===== src/rtl/gbn_pkg.sv =====
// gbn_pkg: shared types and constants of the go-back-n sender window core
// no dependencies; used by gbn_ctrl, gbn_datapath and the top level
package gbn_pkg;

  localparam int unsigned SEQ_W      = 32;
  localparam int unsigned LEN_W      = 11;
  localparam int unsigned SLOT_OUT_W = 5;
  localparam int unsigned KIND_W     = 2;
  localparam int unsigned REQ_W      = 2;
  localparam int unsigned MAX_RESULTS = 32;
  localparam int unsigned CNT_W      = $clog2(MAX_RESULTS + 1);

  // request codes on the input channel
  localparam logic [REQ_W-1:0] REQ_OFFER   = 2'd0;
  localparam logic [REQ_W-1:0] REQ_ACK     = 2'd1;
  localparam logic [REQ_W-1:0] REQ_TIMEOUT = 2'd2;

  typedef enum logic [KIND_W-1:0] {
    KIND_SEND    = 2'd0,
    KIND_RESEND  = 2'd1,
    KIND_REFUSED = 2'd2,
    KIND_STATUS  = 2'd3
  } kind_t;

  typedef enum logic {
    ST_IDLE   = 1'b0,
    ST_RESEND = 1'b1
  } state_t;

  typedef enum logic [2:0] {
    CMD_NONE    = 3'd0,
    CMD_OFFER   = 3'd1,
    CMD_ACK     = 3'd2,
    CMD_STATUS  = 3'd3,
    CMD_RS_LOAD = 3'd4,
    CMD_RS_STEP = 3'd5
  } cmd_t;

  typedef struct packed {
    cmd_t op;
  } ctrl_cmd_t;

  typedef struct packed {
    logic outstanding;  // base differs from next sequence
    logic rs_last;      // current resend step is the final one
  } dp_status_t;

endpackage


===== src/rtl/gbn_ctrl.sv =====
// gbn_ctrl: controller state machine of the go-back-n sender window core
// depends on gbn_pkg; drives gbn_datapath through a command struct
module gbn_ctrl (
  input  logic                     clk,
  input  logic                     rst_n,
  input  logic                     start,
  input  logic [gbn_pkg::REQ_W-1:0] req_type,
  input  gbn_pkg::dp_status_t      status,
  output logic                     busy,
  output gbn_pkg::ctrl_cmd_t       cmd
);

  gbn_pkg::state_t state_r;
  gbn_pkg::state_t state_nxt;

  always_ff @(posedge clk) begin
    if (!rst_n) begin
      state_r <= gbn_pkg::ST_IDLE;
    end else begin
      state_r <= state_nxt;
    end
  end

  always_comb begin
    state_nxt = state_r;
    cmd.op    = gbn_pkg::CMD_NONE;
    busy      = 1'b0;
    case (state_r)
      gbn_pkg::ST_IDLE: begin
        if (start) begin
          case (req_type)
            gbn_pkg::REQ_OFFER: cmd.op = gbn_pkg::CMD_OFFER;
            gbn_pkg::REQ_ACK:   cmd.op = gbn_pkg::CMD_ACK;
            gbn_pkg::REQ_TIMEOUT: begin
              if (status.outstanding) begin
                cmd.op    = gbn_pkg::CMD_RS_LOAD;
                state_nxt = gbn_pkg::ST_RESEND;
              end else begin
                cmd.op = gbn_pkg::CMD_STATUS;
              end
            end
            default: cmd.op = gbn_pkg::CMD_STATUS;
          endcase
        end
      end
      gbn_pkg::ST_RESEND: begin
        busy   = 1'b1;
        cmd.op = gbn_pkg::CMD_RS_STEP;
        if (status.rs_last) begin
          state_nxt = gbn_pkg::ST_IDLE;
        end
      end
      default: begin
        state_nxt = gbn_pkg::ST_IDLE;
      end
    endcase
  end

endmodule


===== src/rtl/gbn_datapath.sv =====
// gbn_datapath: window registers, slot length memory and result registers
// depends on gbn_pkg; commanded by gbn_ctrl
module gbn_datapath #(
  parameter int unsigned WINDOW      = 32,
  parameter int unsigned CHUNK_BYTES = 1024
) (
  input  logic                          clk,
  input  logic                          rst_n,
  input  gbn_pkg::ctrl_cmd_t            cmd,
  input  logic [gbn_pkg::LEN_W-1:0]     chunk_len,
  input  logic [gbn_pkg::SEQ_W-1:0]     ack_seq,
  input  logic [gbn_pkg::SEQ_W-1:0]     total_size,
  output gbn_pkg::dp_status_t           status,
  output logic                          res_strobe,
  output logic [gbn_pkg::KIND_W-1:0]    res_kind,
  output logic [gbn_pkg::SEQ_W-1:0]     res_seq,
  output logic [gbn_pkg::SLOT_OUT_W-1:0] res_slot,
  output logic [gbn_pkg::LEN_W-1:0]     res_pkt_len,
  output logic [gbn_pkg::SEQ_W-1:0]     res_window_base,
  output logic                          res_all_done,
  output logic                          res_last
);

  localparam int unsigned SLOT_W = (WINDOW > 2) ? $clog2(WINDOW) : 1;
  localparam int unsigned OFF_W  = SLOT_W + 1;
  localparam int unsigned CB_W   = 17;
  localparam logic [SLOT_W-1:0] SLOT_MAX = SLOT_W'(WINDOW - 1);

  // window state
  logic [gbn_pkg::SEQ_W-1:0] base_r, base_nxt;
  logic [gbn_pkg::SEQ_W-1:0] next_seq_r, next_seq_nxt;
  logic [gbn_pkg::SEQ_W-1:0] bytes_sent_r, bytes_sent_nxt;
  logic [SLOT_W-1:0]         base_slot_r, base_slot_nxt;
  logic [SLOT_W-1:0]         next_slot_r, next_slot_nxt;

  // resend walker
  logic [gbn_pkg::SEQ_W-1:0] rs_seq_r, rs_seq_nxt;
  logic [SLOT_W-1:0]         rs_slot_r, rs_slot_nxt;
  logic [gbn_pkg::CNT_W-1:0] rs_left_r, rs_left_nxt;

  // result registers
  logic                           strobe_r, strobe_nxt;
  logic [gbn_pkg::KIND_W-1:0]     kind_r, kind_nxt;
  logic [gbn_pkg::SEQ_W-1:0]      seq_r, seq_nxt;
  logic [SLOT_W-1:0]              slot_r, slot_nxt;
  logic [gbn_pkg::LEN_W-1:0]      len_r, len_nxt;
  logic                           last_r, last_nxt;
  logic                           from_mem_r, from_mem_nxt;

  // slot length store
  logic [gbn_pkg::LEN_W-1:0] slot_mem [WINDOW];
  logic [gbn_pkg::LEN_W-1:0] rd_data_r;

  logic [gbn_pkg::SEQ_W-1:0] in_flight;
  logic [gbn_pkg::SEQ_W-1:0] ack_off;
  logic [OFF_W-1:0]          off_sum;
  logic [gbn_pkg::LEN_W-1:0] clip_len;
  logic [gbn_pkg::SEQ_W:0]   bytes_sum;
  logic                      offer_ok;
  logic                      ack_ok;
  logic                      mem_wr;

  assign in_flight = next_seq_r - base_r;
  assign ack_off   = ack_seq - base_r;
  assign ack_ok    = (ack_seq >= base_r) && (ack_seq < next_seq_r);
  // offset of ack+1 from base is at most WINDOW
  assign off_sum   = OFF_W'(base_slot_r) + OFF_W'(ack_off) + OFF_W'(1);

  assign offer_ok = (in_flight < gbn_pkg::SEQ_W'(WINDOW)) &&
                    (bytes_sent_r < total_size) &&
                    (next_seq_r != {gbn_pkg::SEQ_W{1'b1}});

  assign clip_len = (CB_W'(chunk_len) < CB_W'(CHUNK_BYTES)) ?
                    chunk_len : gbn_pkg::LEN_W'(CHUNK_BYTES);
  assign bytes_sum = {1'b0, bytes_sent_r} + (gbn_pkg::SEQ_W + 1)'(clip_len);

  assign mem_wr = (cmd.op == gbn_pkg::CMD_OFFER) && offer_ok;

  always_comb begin
    base_nxt       = base_r;
    next_seq_nxt   = next_seq_r;
    bytes_sent_nxt = bytes_sent_r;
    base_slot_nxt  = base_slot_r;
    next_slot_nxt  = next_slot_r;
    rs_seq_nxt     = rs_seq_r;
    rs_slot_nxt    = rs_slot_r;
    rs_left_nxt    = rs_left_r;
    strobe_nxt     = 1'b0;
    kind_nxt       = kind_r;
    seq_nxt        = seq_r;
    slot_nxt       = slot_r;
    len_nxt        = len_r;
    last_nxt       = last_r;
    from_mem_nxt   = from_mem_r;
    case (cmd.op)
      gbn_pkg::CMD_OFFER: begin
        strobe_nxt   = 1'b1;
        seq_nxt      = next_seq_r;
        slot_nxt     = next_slot_r;
        last_nxt     = 1'b1;
        from_mem_nxt = 1'b0;
        if (offer_ok) begin
          kind_nxt       = gbn_pkg::KIND_SEND;
          len_nxt        = clip_len;
          next_seq_nxt   = next_seq_r + gbn_pkg::SEQ_W'(1);
          next_slot_nxt  = (next_slot_r == SLOT_MAX) ? '0 : next_slot_r + SLOT_W'(1);
          bytes_sent_nxt = bytes_sum[gbn_pkg::SEQ_W] ? {gbn_pkg::SEQ_W{1'b1}}
                                                     : bytes_sum[gbn_pkg::SEQ_W-1:0];
        end else begin
          kind_nxt = gbn_pkg::KIND_REFUSED;
          len_nxt  = '0;
        end
      end
      gbn_pkg::CMD_ACK, gbn_pkg::CMD_STATUS: begin
        strobe_nxt   = 1'b1;
        kind_nxt     = gbn_pkg::KIND_STATUS;
        seq_nxt      = next_seq_r;
        slot_nxt     = '0;
        len_nxt      = '0;
        last_nxt     = 1'b1;
        from_mem_nxt = 1'b0;
        if ((cmd.op == gbn_pkg::CMD_ACK) && ack_ok) begin
          base_nxt      = ack_seq + gbn_pkg::SEQ_W'(1);
          base_slot_nxt = (off_sum >= OFF_W'(WINDOW)) ? SLOT_W'(off_sum - OFF_W'(WINDOW))
                                                      : SLOT_W'(off_sum);
        end
      end
      gbn_pkg::CMD_RS_LOAD: begin
        rs_seq_nxt  = base_r;
        rs_slot_nxt = base_slot_r;
        rs_left_nxt = (in_flight > gbn_pkg::SEQ_W'(gbn_pkg::MAX_RESULTS)) ?
                      gbn_pkg::CNT_W'(gbn_pkg::MAX_RESULTS) : gbn_pkg::CNT_W'(in_flight);
      end
      gbn_pkg::CMD_RS_STEP: begin
        strobe_nxt   = 1'b1;
        kind_nxt     = gbn_pkg::KIND_RESEND;
        seq_nxt      = rs_seq_r;
        slot_nxt     = rs_slot_r;
        last_nxt     = (rs_left_r == gbn_pkg::CNT_W'(1));
        from_mem_nxt = 1'b1;
        rs_seq_nxt   = rs_seq_r + gbn_pkg::SEQ_W'(1);
        rs_slot_nxt  = (rs_slot_r == SLOT_MAX) ? '0 : rs_slot_r + SLOT_W'(1);
        rs_left_nxt  = rs_left_r - gbn_pkg::CNT_W'(1);
      end
      default: begin
      end
    endcase
  end

  always_ff @(posedge clk) begin
    if (!rst_n) begin
      base_r       <= '0;
      next_seq_r   <= '0;
      bytes_sent_r <= '0;
      base_slot_r  <= '0;
      next_slot_r  <= '0;
      rs_left_r    <= '0;
      strobe_r     <= 1'b0;
      from_mem_r   <= 1'b0;
    end else begin
      base_r       <= base_nxt;
      next_seq_r   <= next_seq_nxt;
      bytes_sent_r <= bytes_sent_nxt;
      base_slot_r  <= base_slot_nxt;
      next_slot_r  <= next_slot_nxt;
      rs_left_r    <= rs_left_nxt;
      strobe_r     <= strobe_nxt;
      from_mem_r   <= from_mem_nxt;
    end
  end

  always_ff @(posedge clk) begin
    rs_seq_r  <= rs_seq_nxt;
    rs_slot_r <= rs_slot_nxt;
    kind_r    <= kind_nxt;
    seq_r     <= seq_nxt;
    slot_r    <= slot_nxt;
    len_r     <= len_nxt;
    last_r    <= last_nxt;
  end

  // one write port, one registered read port
  always_ff @(posedge clk) begin
    if (mem_wr) begin
      slot_mem[next_slot_r] <= clip_len;
    end
    if (cmd.op == gbn_pkg::CMD_RS_STEP) begin
      rd_data_r <= slot_mem[rs_slot_r];
    end
  end

  assign status.outstanding = (base_r != next_seq_r);
  assign status.rs_last     = (rs_left_r == gbn_pkg::CNT_W'(1));

  assign res_strobe      = strobe_r;
  assign res_kind        = kind_r;
  assign res_seq         = seq_r;
  assign res_slot        = gbn_pkg::SLOT_OUT_W'(slot_r);
  assign res_pkt_len     = from_mem_r ? rd_data_r : len_r;
  assign res_last        = last_r;
  // state already holds the post-step values while the result is shown
  assign res_window_base = base_r;
  assign res_all_done    = (bytes_sent_r >= total_size) && (base_r == next_seq_r);

endmodule


===== src/rtl/go_back_n_sender_window_core.sv =====
// go_back_n_sender_window_core: top level of the go-back-n sender window
// depends on gbn_pkg, gbn_ctrl and gbn_datapath; holds the apb register
//
// A request is taken at a rising edge with start high and busy low. Offers,
// acks, the unused request code and timeouts with nothing outstanding give
// one result, registered at the edge that takes the request and shown on the
// out_ ports for exactly one cycle with out_strobe high; busy stays low, so
// such requests may follow every cycle. A timeout with n sequences
// outstanding (n capped at 32) holds busy while the walker steps: the
// accepting edge loads the resend walker, then the walker emits n resends,
// one per cycle, from the slot length memory, whose registered read is taken
// together with the other result registers, so each resend shows in the cycle
// after its step; the final resend carries out_last. Results cannot be held off, so
// the receiver must take every strobe. out_window_base and out_all_done
// reflect the window after the request. total_size sits at byte address 0 of
// the apb port and should only be written while no request is being worked on.
module go_back_n_sender_window_core #(
  parameter int unsigned WINDOW      = 32,
  parameter int unsigned CHUNK_BYTES = 1024
) (
  input  logic                            clk,
  input  logic                            rst_n,
  // command channel
  input  logic                            start,
  output logic                            busy,
  input  logic [gbn_pkg::REQ_W-1:0]       in_req_type,
  input  logic [gbn_pkg::LEN_W-1:0]       in_chunk_len,
  input  logic [gbn_pkg::SEQ_W-1:0]       in_ack_seq,
  // result channel
  output logic                            out_strobe,
  output logic [gbn_pkg::KIND_W-1:0]      out_kind,
  output logic [gbn_pkg::SEQ_W-1:0]       out_seq,
  output logic [gbn_pkg::SLOT_OUT_W-1:0]  out_slot,
  output logic [gbn_pkg::LEN_W-1:0]       out_pkt_len,
  output logic [gbn_pkg::SEQ_W-1:0]       out_window_base,
  output logic                            out_all_done,
  output logic                            out_last,
  // configuration port
  input  logic                            psel,
  input  logic                            penable,
  input  logic                            pwrite,
  input  logic [2:0]                      paddr,
  input  logic [31:0]                     pwdata,
  output logic [31:0]                     prdata,
  output logic                            pready
);

  gbn_pkg::ctrl_cmd_t  cmd;
  gbn_pkg::dp_status_t status;

  logic [gbn_pkg::SEQ_W-1:0] total_size_r;
  logic                      cfg_wr;
  logic                      cfg_hit;

  // register index 0 covers byte addresses 0 to 3
  assign cfg_hit = (paddr[2] == 1'b0);
  assign cfg_wr  = psel && penable && pwrite && pready && cfg_hit;
  assign pready  = 1'b1;
  assign prdata  = cfg_hit ? total_size_r : '0;

  always_ff @(posedge clk) begin
    if (!rst_n) begin
      total_size_r <= '0;
    end else if (cfg_wr) begin
      total_size_r <= pwdata;
    end
  end

  gbn_ctrl u_ctrl (
    .clk      (clk),
    .rst_n    (rst_n),
    .start    (start),
    .req_type (in_req_type),
    .status   (status),
    .busy     (busy),
    .cmd      (cmd)
  );

  gbn_datapath #(
    .WINDOW      (WINDOW),
    .CHUNK_BYTES (CHUNK_BYTES)
  ) u_datapath (
    .clk             (clk),
    .rst_n           (rst_n),
    .cmd             (cmd),
    .chunk_len       (in_chunk_len),
    .ack_seq         (in_ack_seq),
    .total_size      (total_size_r),
    .status          (status),
    .res_strobe      (out_strobe),
    .res_kind        (out_kind),
    .res_seq         (out_seq),
    .res_slot        (out_slot),
    .res_pkt_len     (out_pkt_len),
    .res_window_base (out_window_base),
    .res_all_done    (out_all_done),
    .res_last        (out_last)
  );

endmodule


===== config.mk =====
export PLATFORM = sky130hd
export DESIGN_NAME = go_back_n_sender_window_core
export DESIGN_NICKNAME = d
export VERILOG_FILES = /design/src/rtl/gbn_pkg.sv /design/src/rtl/gbn_ctrl.sv /design/src/rtl/gbn_datapath.sv /design/src/rtl/go_back_n_sender_window_core.sv
export SDC_FILE = /design/constraint.sdc
export NUM_CORES = 1
export LEC_CHECK = 0
export BUFFER_PORTS_ARGS = -buffer_cell sky130_fd_sc_hd__buf_2
export CORE_ASPECT_RATIO = 0.5
export CORE_UTILIZATION = 55
export CTS_BUF_LIST = sky130_fd_sc_hd__clkbuf_4 sky130_fd_sc_hd__clkbuf_8
export CTS_CLUSTER_DIAMETER = 30
export DETAILED_ROUTE_END_ITERATION = 16
export PLACE_DENSITY_LB_ADDON = 0.12
export SETUP_SLACK_MARGIN = 0.02
export SYNTH_ARGS = -nofsm -noshare
export SYNTH_HDL_FRONTEND = slang
export SYNTH_SLANG_ARGS = --single-unit

===== constraint.sdc =====
create_clock -name clk -period 6 [get_ports clk]
set_clock_uncertainty 0.1 [all_clocks]
set_input_delay 0.6 -clock clk [delete_from_list [all_inputs] [get_ports clk]]
set_output_delay 0.6 -clock clk [all_outputs]
set_load 0.005 [all_outputs]

==> out/metrics.csv, run 1 <==
stage;metric;value;unit
synth;ys_ff_latch;598;
final_layout;layout_commonest_cell;edfxtp_1;
synth;postSynth.asyncResetShare;0;%
synth;syn_avg_cell_area;11.0;µm²
synth;synth_cells;2807;
drt;vias;22945;
critical_path;crit_chain;ha_1 > inv_1 > fa_1 > a21oi_1 > o221ai_1 > a21oi_2 > o211ai_1 > a311oi_1 > nand4bb_1 > or4_4 > nor4_4 > nand2_1 > nor2_1 > buf_4;
timing;slew_viol_final;0;
final_layout;nets;3294;
critical_path;cp_slowest_cell;or4_4;
cts;clockBufferDepth;3;
grt;antenna_found_initial;2;
cts;cts_tree;done;
grt;grt-ovfl-total;0;
synth;ys_types;95;
critical_path;cp_num_buf_inv;2;
final_layout;final_cell_mix;edfxtp_1, nand2_1, nor2_1;
timing;slew_headroom;20.7;%
critical_path;cp_top_family;simple AND/OR/NAND/NOR gates;
placed_design;gp_congestion;0.900;
job;drv_cap;0;
critical_path;rr_worst_depth;14;
synth;synth-edff-count;451;
min_path;worstHoldStart;pwdata[9];
drt;viasPerCell;5.92;
floorplan;fp-row-count;60;
power;p_leak;12.8;nW
timing;hold_viol;0;
timing;grt_setup_unrepaired;false;
synth;yosysSeqAreaShare;53.4;%
floorplan;die_area;0.0571;mm²
timing;clock.fmax;0.187;GHz
floorplan;start_util;56.5;%
cts;numCtsBuffers;96;
critical_path;cp-startpoint;u_datapath.res_window_base[0];
cts;clock_sinks;598;
critical_path;critical_path_required;6270;ps
drt;dr.first_iter.drc_count;2142;
critical_path;cp-start-kind;flop;
synth;synth_warnings;0;
drt;post_drt_wl_per_cell;20.8;µm
critical_path;cp_slowest_stage_delay;560;ps
drt;drtAntennaViolNets;0;
drt;drt_pass1_iterations;5;
drt;route.detailed.drc;0;
timing;timing.hold.ws;56.1;ps
drt;routed_wl;80.5;mm
timing;fin_tns_setup;0;ps
final_layout;areaGrowthSynthToFinish;13.3;%
grt;grt_pass1_wl;122;mm
timing;setup_viol;0;
grt;grt.total_usage;27.9;%
critical_path;r2r_start;u_datapath.res_window_base[0];
placed_design;port_buffers;201;
synth;synth.area.top_cells;edfxtp_1, dfxtp_1, ha_1;
synth;yosysTopAreaCellShare;43.9;%
synth;synth_nets;3054;
cts;post_cts_buffers;0;
synth;synth_flop_cell;edfxtp_1;
power;power_density;268;mW/mm²
cts;cts-htree-levels;3;
critical_path;endpoint_kind;flop;
floorplan;core_area;0.0546;mm²
grt;first_global_vias;21621;
critical_path;critical_path_depth;14;
floorplan;fp.dieW;337;µm
critical_path;worstSetupPathType;flop to flop;
timing;tightest_slew;1190;ps
placed_design;dpl.hpwl;56.1;mm
timing;fin_crit;5340;ps
timing;min_period_over_period;89.1;%
min_path;hold_depth;3;
final_layout;drive_above_1_share;17.6;%
critical_path;path_max_fanout;11;
cts;clock_latency;690;ps
power;vdd_drop_max;180;µV
floorplan;die_h;169;µm
grt;grt_start_max_net_pins;91;
synth;yosysTopAreaCell;edfxtp_1;
floorplan;ios;205;
cts;clk_pin_slew;60;ps
min_path;hp-class;input pin to flop;
synth;synth_area;0.0309;mm²
critical_path;worstPathArrival;5610;ps
status;outcome;finished, final reports clean;
cts;cts_root_buf;clkbuf_8;
## sequential cells by signal (all words and copies together), names as in the netlist, 5 cells and up
name	count
u_datapath.res_slot	5
u_datapath.rs_left_r	6
u_datapath.res_seq	32
u_datapath.bytes_sent_r	32
u_datapath.next_slot_r	5
total_size_r	32
u_datapath.rd_data_r	11
u_datapath.rs_slot_r	5
u_datapath.base_slot_r	5
u_datapath.rs_seq_r	32
u_datapath.res_window_base	32
u_datapath.len_r	11
u_datapath.slot_mem	352
u_datapath.next_seq_r	32
## synth_stat cells (13+ instances only)
cell type    n
a311oi_1    15
buf_2       21
edfxtp_1   451
clkbuf_1    99
a21oi_1    157
nand4_1     63
xor2_1      35
or3_1       23
mux2i_1    114
a21o_1      33
mux4_2      44
nor2b_1     20
nand3_1     63
buf_1       16
o22ai_1     21
nor2_1     236
nor4_1      17
xnor2_1     57
nand2b_1    14
a211oi_1    52
mux2_2      13
nand2_1    313
o221ai_1    38
inv_1      145
a31oi_1     16
and3_1      34
dfxtp_1    147
ha_1       155
nor3_1      76
o21ai_0    138
## worst reg2reg max path: cells and delay by family (launching register included)
family	cells	cell delay (ps)
fa+ha+maj	2	730
flops	1	460
simple gates	5	1970
buf+inv	2	330
compound gates	5	1450
## worst paths after layout
path                                                  end  slack (ps)
worst min-delay path                      total_size_r[9]          60
worst min register to register           total_size_r[21]         360
worst max register to register  u_datapath.slot_mem[2][7]         660
worst max-delay path            u_datapath.slot_mem[2][7]         660
## power breakdown
part | switching, mW | total, mW | internal, mW
sequential | 0.0669 | 4.61 | 4.54
clock | 1.70 | 3.74 | 2.04
combinational | 0.623 | 1.01 | 0.387
total | 2.39 | 9.36 | 6.97
## area by class of cell
| class | count | area [µm²] |
|---|---|---|
| diodes | 2 | 5.00 |
| clock buffers | 133 | 1620 |
| clock inverters | 47 | 447 |
| fillers | 4380 | 19600 |
| inverters | 146 | 551 |
| multi-input cells | 1917 | 13200 |
| flip-flops and latches | 598 | 16500 |
| well taps | 744 | 931 |
| repair buffers | 288 | 1720 |
## what timing repair did
action / in CTS / in global routing
resized for setup: 0 / 0
hold endpoints to repair: 15 / 0
hold buffers: 15 / 0
setup endpoints to repair: 0 / 0
## kinds of logic (layout without fill, tap and decap cells)
family,after synthesis,after routing,synth area share (%)
muxes,171,171,7.39
DFF,598,598,53.4
adders and majority gates,161,161,6.68
other,1,3,0.0122
and+or+nand+nor,928,928,14.3
buffers and inverters,292,614,3.87
AOI/OAI and AO/OA,564,564,11.8
xor gates and xnor gates,92,92,2.61
## stage by stage
step	worst slack, ps	power [mW]	cell area, µm²	cells	utilization [%]
global placement	886	5.66	32700	3678	60.0
floorplan	1390	5.33	30900	2807	-
CTS	714	9.42	35000	3873	64.0
global route	405	9.71	35000	3874	64.0
finish	656	9.36	35000	3875	64.1
detailed placement	743	5.68	32700	3678	60.0
## per-layer routing
metal / GRT usage [%] / vias up / share of wire (%)
met5: 0 / - / 0
met4: 8.18 / 0 / 2.4
met3: 5.77 / 133 / 6.6
met2: 44.7 / 756 / 47
met1: 38.3 / 11108 / 44
li1: - / 10948 / -
Power figures use the tool's default switching activity.
==> run 2, diff against run 1 <==
--- a/config.mk
+++ b/config.mk
@@ -5,6 +5,7 @@
 export SDC_FILE = /design/constraint.sdc
 export NUM_CORES = 1
 export LEC_CHECK = 0
+export ABC_AREA = 1
 export BUFFER_PORTS_ARGS = -buffer_cell sky130_fd_sc_hd__buf_2
 export CORE_ASPECT_RATIO = 0.5
 export CORE_UTILIZATION = 55
==> out/metrics.csv, run 2 <==
stage;metric;value;unit;change
grt;grt_pass1_wl;139;mm;was 122 mm
synth;synth_common_cells;nand2_1, nor2_1, edfxtp_1;;was edfxtp_1, nand2_1, nor2_1
grt;first_global_vias;25164;;was 21621
cts;cts_root_buf;clkbuf_8;;unchanged
synth;synth_warnings;0;;unchanged
grt;grt-ovfl-total;0;;unchanged
synth;yosysMostFrequentCell;nand2_1;;was edfxtp_1
timing;fin_tns_setup;0;ps;unchanged
power;vdd_drop_max;193;µV;was 180 µV
synth;synth_area;0.0321;mm²;was 0.0309 mm²
timing;setup_viol;0;;unchanged
critical_path;path_max_fanout;11;;unchanged
critical_path;worstSetupEndpoint;u_datapath.slot_mem[27][4];;was u_datapath.slot_mem[2][7]
grt;grt.total_usage;30.2;%;was 27.9%
timing;hold_viol;0;;unchanged
synth;postSynth.asyncResetShare;0;%;unchanged
cts;clock_sinks;598;;unchanged
synth;ys_ff_latch;598;;unchanged
drt;viasPerCell;5.64;;was 5.92
synth;yosysTopAreaCellShare;42.1;%;was 43.9%
floorplan;die_area;0.0595;mm²;was 0.0571 mm²
cts;numCtsBuffers;94;;was 96
critical_path;cp-start-kind;flop;;unchanged
critical_path;rr_worst_depth;20;;was 14
critical_path;rrSetupSlack;1340;ps;was 660 ps
timing;slew_viol_final;0;;unchanged
cts;cts_resized;0;;unchanged
min_path;hp-class;input pin to flop;;unchanged
critical_path;endpoint_kind;flop;;unchanged
status;outcome;finished, final reports clean;;unchanged
timing;clock.fmax;0.214;GHz;was 0.187 GHz
timing;min_period_over_period;77.7;%;was 89.1%
final_layout;nets;4147;;was 3294
drt;drt_pass1_iterations;8;;was 5
placed_design;port_buffers;201;;unchanged
synth;synth_nets;3953;;was 3054
synth;synth-edff-count;451;;unchanged
timing;slew_headroom;23.1;%;was 20.7%
final_layout;areaGrowthSynthToFinish;11.6;%;was 13.3%
cts;post_cts_buffers;0;;unchanged
power;p_leak;14.0;nW;was 12.8 nW
synth;synth_flop_cell;edfxtp_1;;unchanged
cts;clk_pin_slew;70;ps;was 60 ps
critical_path;worstPathArrival;4860;ps;was 5610 ps
drt;post_drt_wl_per_cell;19.1;µm;was 20.8 µm
critical_path;worstSetupPathType;flop to flop;;unchanged
synth;synth.area.top_cells;edfxtp_1, dfxtp_1, nand2_1;;was edfxtp_1, dfxtp_1, ha_1
drt;vias;26761;;was 22945
final_layout;largest_reg_flops;352;;unchanged
floorplan;ios;205;;unchanged
critical_path;cp-startpoint;u_datapath.res_window_base[2];;was u_datapath.res_window_base[0]
critical_path;critical_path_required;6200;ps;was 6270 ps
synth;yosysSeqAreaShare;51.3;%;was 53.4%
final_layout;drive_above_1_share;12.4;%;was 17.6%
placed_design;dpl.hpwl;61.8;mm;was 56.1 mm
floorplan;die_h;173;µm;was 169 µm
critical_path;crit_chain;inv_1 > ha_1 > nand2_1 > nand2_1 > inv_2 > nand2_1 > nand2_1 > nand2_2 > nand2_1 > nand2_1 > nand2_1 > nand2_1 > nand2_1 > nor2_2 > nand3_1 > nor2_4 > nand3_4 > nor2_8 > nand2_2 > nor2_1;;was ha_1 > inv_1 > fa_1 > a21oi_1 > o221ai_1 > a21oi_2 > o211ai_1 > a311oi_1 > nand4bb_1 > or4_4 > nor4_4 > nand2_1 > nor2_1 > buf_4
critical_path;r2r_start;u_datapath.res_window_base[2];;was u_datapath.res_window_base[0]
final_layout;regMostFlops;u_datapath.slot_mem;;unchanged
timing;fin_crit;4660;ps;was 5340 ps
floorplan;fp-row-count;62;;was 60
cts;holdBufCountCts;0;;was 15
synth;syn_avg_cell_area;8.67;µm²;was 11.0 µm²
floorplan;start_util;55.8;%;was 56.5%
drt;routed_wl;90.8;mm;was 80.5 mm
cts;clock_latency;700;ps;was 690 ps
floorplan;core_area;0.0576;mm²;was 0.0546 mm²
final_layout;final_cell_mix;nand2_1, nor2_1, edfxtp_1;;was edfxtp_1, nand2_1, nor2_1
cts;cts_tree;done;;unchanged
power;power_density;278;mW/mm²;was 268 mW/mm²
synth;synth_cells;3706;;was 2807
drt;route.detailed.drc;0;;unchanged
drt;drtAntennaViolNets;0;;unchanged
critical_path;cp_slowest_cell;nor2_1;;was or4_4
timing;tightest_slew;1150;ps;was 1190 ps
job;drv_cap;0;;unchanged
critical_path;r2r_end;u_datapath.slot_mem[27][4];;was u_datapath.slot_mem[2][7]
drt;dr.first_iter.drc_count;2670;;was 2142
min_path;hold_depth;3;;unchanged
final_layout;final_cells;4744;;was 3875
placed_design;gp_congestion;0.988;;was 0.900
final_layout;layout_commonest_cell;nand2_1;;was edfxtp_1
timing;grt_setup_unrepaired;false;;unchanged
grt;grt_start_max_net_pins;178;;was 91
synth;ys_types;53;;was 95
placed_design;placed_cells;4572;;was 3678
floorplan;fp.dieW;344;µm;was 337 µm
critical_path;cp_slowest_stage_delay;930;ps;was 560 ps
cts;cts-htree-levels;3;;unchanged
synth;yosysTopAreaCell;edfxtp_1;;unchanged
grt;antenna_found_initial;3;;was 2
critical_path;cpMostUsedCell;nand2_1;;
cts;clockBufferDepth;3;;unchanged
run 2: cell count changes after synthesis, sizes merged, moves of 89 or more:
cell   previous run  this run
nand2           313       649
nor2            236       541
inv             145       405
o21ai           142       396
mux2i           114         0
nand3            63       161
o22ai            21       110
run 2: where the power goes:
part	switching, mW	internal [mW]
Clock	1.69	2.00
Combinational	1.10	0.495
Sequential	0.0745	4.60
Total	2.87	7.09
run 2: worst min path at each step:
stage	endpoint	start	slack, ps
finish	total_size_r[4]	pwdata[4]	90
detailed placement	total_size_r[0]	total_size_r[0]	380
floorplan	total_size_r[0]	total_size_r[0]	350
global route	total_size_r[1]	pwdata[1]	70
CTS	total_size_r[4]	pwdata[4]	50
global placement	u_datapath.next_seq_r[0]	u_datapath.next_seq_r[0]	380
run 2: cell type report:
type / instances / area (µm²)
tap: 768 / 961
sequential: 598 / 16500
fill: 5118 / 21700
antenna: 2 / 5.00
clock inverter: 35 / 344
timing repair buffer: 242 / 1330
clock buffer: 135 / 1650
inverter: 410 / 1540
multi-input combinational: 2554 / 13500
run 2: worst max-delay path: cells and delay by family (launching register included):
kind	cells	cell delay (ps)
AND/OR/NAND/NOR	17	3050
adder cells (fa/ha/maj)	1	510
flip-flops	1	420
buffers and inverters	2	180
run 2: cell families after synthesis:
family / after synthesis / share of synthesized area, %
AO/OA/AOI/OAI: 747 / 12.4
XOR/XNOR: 90 / 2.45
adder cells (fa/ha/maj): 161 / 6.41
buffers and inverters: 554 / 6.67
flip-flops: 598 / 51.3
multiplexers: 11 / 0.385
other: 1 / 0.0117
AND/OR/NAND/NOR: 1544 / 20.4
run 2: through the flow:
stage	hold slack [ps]	instance area, µm²	setup WS, ps	power (mW)	utilization [%]
2_1_floorplan	349	32100	1980	5.79	-
3_5_place_dp	380	33900	1400	6.33	58.8
3_3_place_gp	377	33900	1470	6.30	58.8
4_1_cts	46.6	35900	1400	9.99	62.3
5_1_grt	71.2	35900	1020	10.4	62.3
6_report	89.3	35900	1340	9.96	62.3
run 2: layer usage:
metal,wire [µm],vias up,GRT usage [%]
li1,-,13050,-
met1,38200,12591,39.3
met2,43500,938,50.3
met3,6150,180,5.45
met4,2930,2,11.1
met5,13,-,0
